`src/hw/rtl/amt_pkg.sv`:
```
// Package for the adaptive median threshold block.
// Holds window sizing, payload structs, cell entry and control types, and the sort key.
// Used by amt_cell and adaptive_median_threshold.
package amt_pkg;

	localparam int WINDOW_DEPTH = 100;
	localparam int CNT_W        = $clog2(WINDOW_DEPTH + 1);
	localparam int DATA_W       = 32;
	localparam int COUNT_OUT_W  = 7;

	localparam logic [DATA_W-1:0] INIT_THRESHOLD_RST = 32'd131072;
	localparam logic [DATA_W-1:0] RECIP_TEN          = 32'hCCCC_CCCD;
	localparam int                RECIP_SHIFT        = 35;

	typedef struct packed {
		logic [DATA_W-1:0] deviation;
		logic              push_req;
	} amt_in_t;

	typedef struct packed {
		logic [DATA_W-1:0]      threshold;
		logic [COUNT_OUT_W-1:0] window_count;
	} amt_out_t;

	typedef struct packed {
		logic              valid;
		logic [CNT_W-1:0]  age;
		logic [DATA_W-1:0] value;
	} amt_entry_t;

	typedef enum logic [2:0] {
		OP_HOLD,
		OP_PUSH,
		OP_SORT,
		OP_LOAD,
		OP_SHIFT
	} amt_op_t;

	typedef struct packed {
		amt_op_t op;
		logic    full;
		logic    is_top;
		logic    pair_lo;
		logic    pair_hi;
	} amt_ctrl_t;

	function automatic logic [DATA_W:0] amt_key(amt_entry_t e);
		return {~e.valid, e.value};
	endfunction

endpackage

```
`src/hw/rtl/amt_cell.sv`:
```
// One cell of the sorted window chain: a deviation with its age and a read tap.
// Swaps with a neighbor in odd-even sort steps and shifts the read chain downward.
// Depends on amt_pkg.
module amt_cell
	import amt_pkg::*;
(
	input  logic              clk,
	input  logic              arst_n,
	input  amt_ctrl_t         ctrl,
	input  logic [DATA_W-1:0] new_value,
	input  amt_entry_t        below,
	input  amt_entry_t        above,
	input  logic [DATA_W-1:0] rd_above,
	output amt_entry_t        entry,
	output logic [DATA_W-1:0] rd
);

	logic              valid_q;
	logic [CNT_W-1:0]  age_q;
	logic [DATA_W-1:0] value_q;
	logic [DATA_W-1:0] rd_q;
	amt_entry_t        nxt;
	logic              swap;

	assign entry = '{valid: valid_q, age: age_q, value: value_q};
	assign rd    = rd_q;

	always_comb begin
		nxt  = entry;
		swap = 1'b0;
		unique case (ctrl.op)
			OP_PUSH: begin
				if (ctrl.full) begin
					if (valid_q && age_q == CNT_W'(WINDOW_DEPTH - 1)) begin
						nxt = '{valid: 1'b1, age: '0, value: new_value};
					end else if (valid_q) begin
						nxt.age = age_q + 1'b1;
					end
				end else if (ctrl.is_top) begin
					nxt = '{valid: 1'b1, age: '0, value: new_value};
				end else if (valid_q) begin
					nxt.age = age_q + 1'b1;
				end
			end
			OP_SORT: begin
				if (ctrl.pair_lo) begin
					swap = amt_key(above) < amt_key(entry);
					if (swap) begin
						nxt = above;
					end
				end else if (ctrl.pair_hi) begin
					swap = amt_key(entry) < amt_key(below);
					if (swap) begin
						nxt = below;
					end
				end
			end
			OP_HOLD, OP_LOAD, OP_SHIFT: begin
				nxt = entry;
			end
			default: begin
				nxt = entry;
			end
		endcase
	end

	always_ff @(posedge clk or negedge arst_n) begin
		if (!arst_n) begin
			valid_q <= 1'b0;
			age_q   <= '0;
			value_q <= '0;
			rd_q    <= '0;
		end else begin
			valid_q <= nxt.valid;
			age_q   <= nxt.age;
			value_q <= nxt.value;
			if (ctrl.op == OP_LOAD) begin
				rd_q <= value_q;
			end else if (ctrl.op == OP_SHIFT) begin
				rd_q <= rd_above;
			end
		end
	end

endmodule

```
`config.mk`:
```
export PLATFORM = sky130hd
export DESIGN_NAME = amt_cell
export DESIGN_NICKNAME = d
export VERILOG_FILES = /design/src/hw/rtl/amt_pkg.sv /design/src/hw/rtl/amt_cell.sv
export SDC_FILE = /design/constraint.sdc
export NUM_CORES = 1
export LEC_CHECK = 0
export BUFFER_PORTS_ARGS = -buffer_cell sky130_fd_sc_hd__buf_4
export CORE_UTILIZATION = 54
export DETAILED_ROUTE_END_ITERATION = 8
export GPL_ROUTABILITY_DRIVEN = 0
export PLACE_DENSITY = 0.87
export SLEW_MARGIN = 20
export SYNTH_ARGS = -nofsm -noshare
export SYNTH_HDL_FRONTEND = slang
export SYNTH_SLANG_ARGS = --single-unit
```
`constraint.sdc`:
```
create_clock -name clk -period 5.5 [get_ports clk]
set_input_delay 0.275 -clock clk [delete_from_list [all_inputs] [get_ports clk]]
set_output_delay 0.275 -clock clk [all_outputs]
set_load 0.02 [all_outputs]
```
==> summary.md, run 1 <==
| Metric | Value |
|---|---|
| RSZ-0062 raised after global routing | `false` |
| Status | `complete, no violations` |
| Detailed Place HPWL | `~12,000 um` |
| Root buffer cell | `clkbuf_8` |
| Final Core Density | `0.734` |
| Die area | `between 10,000 and 15,000 um2` |
| Total number of vias | `5,442` |
| Clk sink count | `72` |
| Avg WL per Cell | `~17 um` |
| Clock latency on the worst-skew pair | `around 0.35 ns` |
| H-tree Lvls | `3` |
| Peak VDD IR | `~0.00021 V` |
| Clk pwr share | `0.146` |
| Flop pwr share | `0.344` |
| Clk buf depth | `2` |
| Main combinational cell family by area after synthesis | `multiplexers` |
| Total CTS buffers | `9` |
| Crit path capture type | `flop` |
| Combinational group share of total power | `0.510` |
| Post-DRT Antenna Nets | `0` |
| Crit-path slowest cell | `o21a_4` |
| Clock transition at the registers of the reported paths | `approximately 0.080 ns` |
| Final worst path period need | `roughly 3.3 ns` |
| Post-synthesis simple-gate area fraction | `0.106` |
| NetSw | `around 1.1 mW` |
| Setup Buffers After CTS | `0` |
| DRT iter0 DRCs | `~280` |
| Largest net degree at the start of global routing | `73` |
| Row count | `37` |
| Buf/Inv on CP | `0` |
| Hold/Removal Path Class | `in2async` |
| Final setup fails | `0` |
| Synth Area in XOR/XNOR | `0` |
| Hold WS | `0.0685 ns` |
| Total Wirelength | `16,300 um` |
| Tot GR Track Use | `0.292` |
| PwrDens | `340 nW/um2` |
| Die W | `about 110 um` |
| Kind of start point of the critical path | `flop` |
| Fmax achieved | `roughly 300 MHz` |
| Critical path data arrival time | `approximately 3.5 ns` |
| CP Max Fanout | `33` |
| Syn Inst Count | `around 620` |
| LEAKAGE | `4.00 nW` |
| Layout cells sized above 1 | `0.339` |
| Ports | `225` |
| Worst r2r src | `value_q[20]$_DFFE_PN0P_` |
| Total global routing overflow | `0` |
| Setup Skew | `between 0.01 and 0.015 ns` |
| Fin. Hold Viols | `0` |
| Fin Setup TNS | `0 ns` |
| DRC | `0` |
| Antenna violations before repair | `0` |
| Highest-count cells in the layout ignoring fill and taps | `buf_4 (226), nand2_1 (85), o21ai_0 (79)` |
| Slew @ Worst Pin | `1.00 ns` |
| Core box area | `10,400 um2` |
| CP startpoint | `value_q[20]$_DFFE_PN0P_` |
| Most common cell after layout, fill and taps aside | `buf_4` |
| Internal power | `~1.5 mW` |
| CTS tree | `done` |
| Pre-antenna DRT Iters | `4` |
| Setup CP Type | `reg2reg` |
| Worst path max stage delay | `0.65 ns` |
| ANT cells | `0` |
| Die Ht | `about 110 um` |
| Mux share of post-synthesis cell area | `0.206` |
| Unique masters post-synth | `50` |
| Area growth syn-to-layout | `31.7%` |
| First-pass GRT wire length | `about 26,000 um` |
| Crit-path cells | `ha_1 > and2_2 > a221o_1 > a221oi_1 > nand2_1 > o21ai_2 > o21a_4 > mux2_2` |
| Vias in the first global route | `between 5,000 and 6,000` |
| Synthesized area per cell | `~9.3 um2` |
| Syn Nets | `839` |
| Top delay family on crit path | `compound AO/OA/AOI/OAI gates` |
| Starting Density | `0.557` |
| Port Buffers | `~220` |
| Flops & latches, synth | `72` |
| Ys Warns | `0` |
| Max_cap viols | `0` |
| Register area share after synthesis | `0.312` |
| Rel. slew slack | `0.331` |
| Sw Share | `0.416` |
| DR vias/cell | `between 5 and 6` |
| CTS hold repair buffers | `0` |
| Adder and majority gate portion of the synthesized area | `0.141` |
| Slew Limit Fails | `0` |
| Period utilization | `0.595` |
| Syn Std Cell Area | `~5800 um2` |
| Nets | `between 1,000 and 1,500` |
| PostCTS Resize Cnt | `0` |
| Critical Path RT | `5.74 ns` |
| Total power | `2.59 mW` |
| Compound-cell area share of the yosys netlist | `0.151` |
[cell usage after synthesis (all sizes together)]
cell / count / area, um2
nand2b: 3 / 18.8
a22oi: 1 / 7.51
o32ai: 5 / 43.8
dfrtp: 72 / 1800
and3b: 1 / 8.76
or3b: 2 / 17.5
nor4: 1 / 6.26
nand4: 13 / 81.3
a2111oi: 1 / 15.0
nand2: 85 / 319
buf: 10 / 106
nor4bb: 1 / 10.0
a21o: 8 / 60.1
nor2b: 3 / 18.8
mux2: 32 / 469
nor2: 4 / 15.0
a221o: 1 / 10.0
a31oi: 6 / 37.5
or4: 1 / 7.51
a211oi: 4 / 30.0
o21a: 1 / 7.51
nand3: 8 / 40.0
a221oi: 2 / 17.5
o21ai: 80 / 404
a2111o: 1 / 11.3
ha: 65 / 813
mux2i: 72 / 721
nor3: 1 / 5.00
o22ai: 2 / 18.8
clkbuf: 18 / 81.3
nor3b: 2 / 15.0
clkdlybuf4s50: 3 / 33.8
a21oi: 25 / 136
inv: 72 / 270
and2: 3 / 21.3
a22o: 4 / 35.0
o2bb2ai: 1 / 8.76
o211ai: 4 / 30.0
and4: 3 / 26.3
[cell type report]
type	count	area (um2)
timing repair buffer	226	1700
sequential	72	1800
tap	136	170
clock buffer	13	149
inverter	72	270
fill	741	2760
multi-input combinational	446	3510
clock inverter	3	17.5
[worst reg2reg max path, cell delays in order, from the launching register on]
cell and delay [ns]:
dfrtp_1 0.44, ha_1 0.31, and2_2 0.20, a221o_1 0.30
a221oi_1 0.37, nand2_1 0.11, o21ai_2 0.34, o21a_4 0.65
mux2_2 0.43
[sequential cells by signal, indices dropped and copies added (netlist names)]
| signal | flops |
|---|---|
| valid_q | 1 |
| rd | 32 |
| value_q | 32 |
| age_q | 7 |
[routing by layer]
layer / up-vias / track usage / wire length, um
met5: - / 0 / 0
met4: 0 / 0.142 / 467
met3: 38 / 0.0315 / 819
met2: 238 / 0.519 / 8360
met1: 2557 / 0.350 / 6620
li1: 2609 / - / -
[final timing paths]
kind / end / slack [ns] / cells past startpoint
max: value_q[13]$_DFFE_PN0P_ / 2.23 / 8
min: rd[29]$_DFFE_PN0P_ / 0.07 / 1
max reg2reg: value_q[13]$_DFFE_PN0P_ / 2.23 / 8
min reg2reg: rd[15]$_DFFE_PN0P_ / 0.57 / 2
max in group asynchronous: value_q[16]$_DFFE_PN0P_ / 4.82 / 1
min in group clk: rd[24]$_DFFE_PN0P_ / 0.21 / 3
[power groups by stage]
stage               clock network [mW]  logic, mW  registers [mW]
CTS                              0.384       1.32           0.887
detailed placement                   0       1.31           0.895
floorplan                            0      0.606            1.05
global placement                     0       1.26           0.879
finish                           0.379       1.32           0.890
global route                     0.408       1.44           0.914
[logic make-up (layout without fill, tap and decap cells)]
logic type | Yosys count | count (layout)
adder cells (fa/ha/maj) | 65 | 65
AO/OA/AOI/OAI | 146 | 146
AND/OR/NAND/NOR | 131 | 131
flip-flops | 72 | 72
buffers and inverters | 103 | 314
multiplexers | 104 | 104
[stage by stage]
step / setup slack [ns] / cell area [um2] / instances
2_1_floorplan: 2.77 / 5780 / 621
3_3_place_gp: 1.97 / 7430 / 952
3_5_place_dp: 1.90 / 7430 / 952
4_1_cts: 1.87 / 7600 / 968
5_1_grt: 2.09 / 7610 / 968
6_report: 2.23 / 7610 / 968
(Power assumes the default switching activity.)
==> inputs of run 2 (changes only) <==
Settings changed: CORE_UTILIZATION 54 to 50, PLACE_DENSITY 0.87 to 0.82.
Clock period 5.5 ns to 3.2 ns, I/O delays scaled along.
==> run 2 against run 1 <==
The run now ends with negative hold slack left. Combinational power increased by 75%. Maximum frequency increased by 9.9%. Routed wire length rose by 4.6%. Clock power grew to 2.7 times the previous value. Sequential power increased by 72%. Critical endpoint is now value_q[6]$_DFFE_PN0P_. Largest cell class unchanged.
==> summary.md, run 2 (synthesis gave the netlist of run 1 again) <==
| Metric | Value |
|---|---|
| DRT iter0 DRCs | `approximately 270` |
| CTS hold repair buffers | `0` |
| Dpl cells | `about 960` |
| Crit path capture type | `flop` |
| RSZ-0062 raised after global routing | `false` |
| Die Ht | `110 um` |
| Clk pwr share | `0.212` |
| Total global routing overflow | `0` |
| Rel. slew slack | `0.297` |
| Row count | `38` |
| Clk buf depth | `2` |
| Vias in the first global route | `roughly 5,500` |
| CP Max Fanout | `14` |
| Most common cell after layout, fill and taps aside | `buf_4` |
| DRC | `0` |
| Port Buffers | `between 200 and 250` |
| Clock transition at the registers of the reported paths | `0.06 ns` |
| PwrDens | `slightly above 600 nW/um2` |
| Final setup fails | `0` |
| Setup CP Type | `reg2reg` |
| Final Instance Count excl. Fillers | `between 900 and 1,000` |
| Antenna violations before repair | `0` |
| Critical path data arrival time | `roughly 3.2 ns` |
| Nets | `between 1,000 and 1,500` |
| Period utilization | `0.930` |
| First-pass GRT wire length | `roughly 27,000 um` |
| Post-DRT Antenna Nets | `0` |
| Die area | `12,000 um2` |
| Failing checks | `negative hold slack` |
| Tot GR Track Use | `0.291` |
| Critical Path RT | `between 3 and 4 ns` |
| Avg WL per Cell | `roughly 17 um` |
| CTS tree | `done` |
| Setup Skew | `0.00658 ns` |
| H-tree Lvls | `3` |
| Reg2reg end | `value_q[6]$_DFFE_PN0P_` |
| Max_cap viols | `0` |
| Clk sink count | `72` |
| Clock latency on the worst-skew pair | `about 0.34 ns` |
| NetSw | `between 1.5 and 2 mW` |
| Total Wirelength | `17,000 um` |
| Detailed Place HPWL | `between 10,000 and 15,000 um` |
| Slew Limit Fails | `0` |
| Hold WS | `-0.0254 ns` |
| Core box area | `around 11,000 um2` |
| Total power | `4.87 mW` |
| Fmax achieved | `~340 MHz` |
| FF-to-FF setup slack | `between 0.2 and 0.25 ns` |
| Layout cells sized above 1 | `0.346` |
| ANT cells | `0` |
| Pre-antenna DRT Iters | `5` |
| Starting Density | `0.524` |
| Worst r2r src | `value_q[23]$_DFFE_PN0P_` |
| DR vias/cell | `5.61` |
| Fin Setup TNS | `0 ns` |
| Area growth syn-to-layout | `35.2%` |
| Combinational group share of total power | `0.474` |
| Status | `finished, violations left` |
| Root buffer cell | `clkbuf_16` |
| Internal power | `~3 mW` |
| Final Core Density | `0.709` |
| Largest net degree at the start of global routing | `73` |
| Setup Buffers After CTS | `0` |
| Fin. Hold Viols | `21` |
| Reg2Reg Depth | `9` |
| Ports | `approximately 230` |
| Total CTS buffers | `9` |
| Flop pwr share | `0.314` |
| PostCTS Resize Cnt | `0` |
| Total number of vias | `~5,500` |
| LEAKAGE | `4.11 nW` |
| Slew @ Worst Pin | `roughly 1.1 ns` |
| Die W | `~110 um` |
| Highest-count cells in the layout ignoring fill and taps | `buf_4 (231), nand2_1 (85), o21ai_0 (79)` |
| Final worst path period need | `a little under 3 ns` |
| Hold/Removal Path Class | `in2async` |
| Peak VDD IR | `between 0.0003 and 0.0004 V` |
| Kind of start point of the critical path | `flop` |
| Sw Share | `0.393` |
[run 2: cell count changes in the layout (fill, tap and decap cells not counted), sizes merged]
cell,previous run,this run
clkinvlp,1,0
buf,226,233
bufinv,0,1
[run 2: cell type report]
type                            count  area, um2
Clock buffer                       13        260
Clock inverter                      3       40.0
Fill cell                         846       3210
Inverter                           72        270
Multi-Input combinational cell    446       3490
Sequential cell                    72       1800
Tap cell                          140        175
Timing Repair Buffer              233       1770
[run 2: worst max path at each step]
| stage | start | endpoint | slack (ns) | cells after the start |
|---|---|---|---|---|
| global route | value_q[20]$_DFFE_PN0P_ | value_q[10]$_DFFE_PN0P_ | 0.06 | 10 |
| finish | value_q[23]$_DFFE_PN0P_ | value_q[6]$_DFFE_PN0P_ | 0.22 | 9 |
| floorplan | value_q[18]$_DFFE_PN0P_ | value_q[0]$_DFFE_PN0P_ | 0.47 | 10 |
| detailed placement | value_q[20]$_DFFE_PN0P_ | value_q[6]$_DFFE_PN0P_ | 0.28 | 9 |
| global placement | value_q[24]$_DFFE_PN0P_ | value_q[6]$_DFFE_PN0P_ | 0.29 | 9 |
| CTS | value_q[23]$_DFFE_PN0P_ | value_q[6]$_DFFE_PN0P_ | 0.25 | 9 |
[run 2: through the flow]
step                      worst slack [ns]  instance area (um2)
after detailed placement             0.281                 7520
after floorplan                      0.469                 5780
after CTS                            0.251                 7820
after global placement               0.290                 7520
final                                0.223                 7820
after global routing                0.0608                 7820
[run 2: routing by layer]
metal | track usage | vias to the layer above | part of all wire
li1 | - | 2627 | -
met1 | 0.353 | 2616 | 0.41
met2 | 0.521 | 223 | 0.51
met3 | 0.0368 | 29 | 0.062
met4 | 0.112 | 0 | 0.021
met5 | 0 | - | 0
[run 2: power by group through the flow]
stage	clock [mW]	sequential, mW	combinational [mW]
2_1_floorplan	0	1.80	1.04
3_3_place_gp	0	1.50	2.20
3_5_place_dp	0	1.53	2.29
4_1_cts	1.04	1.52	2.31
5_1_grt	1.08	1.57	2.52
6_report	1.03	1.53	2.31
[run 2: critical path, cell delays in order (launching register included)]
cell	delay [ns]
dfrtp_1	0.46
ha_1	0.34
and4_1	0.24
nand4_1	0.20
or4_1	0.62
o22ai_2	0.15
o21ai_2	0.10
o21a_2	0.23
buf_12	0.20
mux2_4	0.31
==> inputs of run 3 (changes only) <==
Settings changed: CELL_PAD_IN_SITES_DETAIL_PLACEMENT from default to 1, CELL_PAD_IN_SITES_GLOBAL_PLACEMENT from default to 1, CORE_UTILIZATION 50 to 33, PLACE_DENSITY 0.82 to default, PLACE_DENSITY_LB_ADDON from default to 0.1.
Clock period 3.2 ns to 2.5 ns, I/O delays scaled along.
==> run 3 against run 2 <==
The run ends with negative setup slack left. Total power is 46% higher. Via count is 3.2% higher. Sequential share of layout area is 2.3 points lower. Final cell count is 15% higher. Combinational power is 62% higher. First-iteration DRC count is 41% lower. Critical path type unchanged.
==> summary.md, run 3 (synthesis gave the netlist of run 1 again) <==
| Metric | Value |
|---|---|
| Port Buffers | `around 220` |
| ANT cells | `0` |
| Setup Skew | `~0.0098 ns` |
| CTS tree | `done` |
| Pre-CTS setup slack | `-0.230 ns` |
| Core box area | `between 15,000 and 20,000 um2` |
| DR vias/cell | `between 5 and 6` |
| Die Ht | `between 100 and 150 um` |
| Max_cap viols | `0` |
| Total global routing overflow | `0` |
| Clk sink count | `72` |
| Rel. slew slack | `0.337` |
| Fin. Hold Viols | `0` |
| Pre-antenna DRT Iters | `5` |
| Highest-count cells in the layout ignoring fill and taps | `buf_4 (282), nand2_1 (85), o21ai_0 (77)` |
| Root buffer cell | `clkbuf_16` |
| First-pass GRT wire length | `32,300 um` |
| Clk buf depth | `2` |
| DRC | `0` |
| Avg WL per Cell | `about 18 um` |
| Clock latency on the worst-skew pair | `approximately 0.35 ns` |
| Starting Density | `0.337` |
| Peak VDD IR | `approximately 0.00038 V` |
| Vias in the first global route | `~6,100` |
| Row count | `48` |
| Fmax achieved | `between 300 and 400 MHz` |
| Clock transition at the registers of the reported paths | `roughly 0.070 ns` |
| Final setup fails | `40` |
| Die W | `134 um` |
| Most common cell after layout, fill and taps aside | `buf_4` |
| Final worst path period need | `about 2.6 ns` |
| Total number of vias | `approximately 5,700` |
| Filler cells | `~2,000` |
| Multi-input logic area | `around 3700 um2` |
| Layout cells sized above 1 | `0.428` |
| Slew @ Worst Pin | `~0.99 ns` |
| DRT iter0 DRCs | `~160` |
| Post-DRT Antenna Nets | `0` |
| Setup CP Type | `reg2reg` |
| Design area | `8730 um2` |
| Failing checks | `negative setup slack` |
| RSZ-0062 raised after global routing | `true` |
| DP Area | `8020 um2` |
| CP Max Fanout | `6` |
| Nets | `between 1,000 and 1,500` |
| Slew Limit Fails | `0` |
| Critical Path RT | `2.74 ns` |
| H-tree Lvls | `3` |
| Period utilization | `1.05` |
| Tot GR Track Use | `0.230` |
| Total Wirelength | `slightly above 20,000 um` |
| Die area | `around 18,000 um2` |
| Total CTS buffers | `9` |
| Status | `finished, violations left` |
| LEAKAGE | `4.44 nW` |
| Critical path data arrival time | `2.86 ns` |
| Antenna violations before repair | `0` |
| Area growth syn-to-layout | `51.1%` |
| Hold/Removal Path Class | `in2reg` |
| Detailed Place HPWL | `15,900 um` |
| Largest net degree at the start of global routing | `73` |
| Crit path capture type | `flop` |
| PwrDens | `around 810 nW/um2` |
| Sequential cell area | `roughly 1800 um2` |
| Ports | `225` |
| Post-layout worst setup margin | `-0.120 ns` |
| Kind of start point of the critical path | `flop` |
==> run 3: cell count changes in the layout (fill, tap and decap cells not counted), sizes merged <==
cell	change
clkinvlp	+2
clkbuf	-2
buf	+59
dlygate4sd3	+1
bufinv	+1
==> run 3: final timing paths <==
| kind | from | endpoint | slack (ns) | depth (start not counted) |
|---|---|---|---|---|
| setup reg to reg | value_q[18]$_DFFE_PN0P_ | value_q[0]$_DFFE_PN0P_ | -0.12 | 9 |
| hold reg to reg | age_q[6]$_DFFE_PN0P_ | age_q[6]$_DFFE_PN0P_ | 0.57 | 1 |
| min in group asynchronous | arst_n | rd[20]$_DFFE_PN0P_ | 0.26 | 2 |
| hold / removal | rd_above[7] | rd[7]$_DFFE_PN0P_ | 0.07 | 3 |
| setup / recovery | value_q[18]$_DFFE_PN0P_ | value_q[0]$_DFFE_PN0P_ | -0.12 | 9 |
| max in group asynchronous | arst_n | value_q[18]$_DFFE_PN0P_ | 1.65 | 3 |
==> run 3: critical path: stages, from the launching register on <==
cell and delay (ns):
dfrtp_2 0.42, ha_4 0.22, a21o_1 0.16, a221o_1 0.35, a221oi_2 0.33, nand2_1 0.15, o21ai_4 0.15, o21a_4 0.24
clkbuf_16 0.19, mux2_4 0.30
==> run 3: final cells by class <==
cell class,instances,area share
Multi-Input combinational cell,446,0.428
Clock buffer,10,0.0274
Tap cell,225,0.0322
Inverter,72,0.0309
Sequential cell,72,0.207
Timing Repair Buffer,294,0.263
Clock inverter,6,0.0106
==> run 3: timing repair <==
item                       in CTS  in global routing
setup buffers                  10                  4
pin swaps                       8                  8
cloned                          0                  1
gates resized for setup        17                 24
setup endpoints to repair      40                 40
hold endpoints to repair       29                  0
hold buffers                    1                  0
==> run 3: through the flow <==
| step | TNS, ns | power, mW | hold slack [ns] | utilization | std cells |
|---|---|---|---|---|---|
| floorplan | -2.81 | 3.68 | -0.171 | - | 621 |
| global placement | -5.16 | 5.23 | 0.348 | 0.467 | 1093 |
| detailed placement | -6.98 | 5.38 | 0.360 | 0.467 | 1093 |
| CTS | -4.40 | 7.00 | 0.0659 | 0.496 | 1120 |
| global route | -6.72 | 7.57 | 0.0773 | 0.509 | 1125 |
| finish | -3.82 | 7.09 | 0.0684 | 0.509 | 1125 |
==> run 3: routing by layer <==
layer	share of wire	track usage	wire length, um
met2	0.48	0.389	9810
met1	0.45	0.289	9230
met3	0.047	0.0472	963
met4	0.024	0.0811	482
met5	0	0	0
==> run 3: power breakdown <==
group	switching (mW)	internal [mW]
clock	0.573	0.906
sequential	0.320	1.53
combinational	1.86	1.89
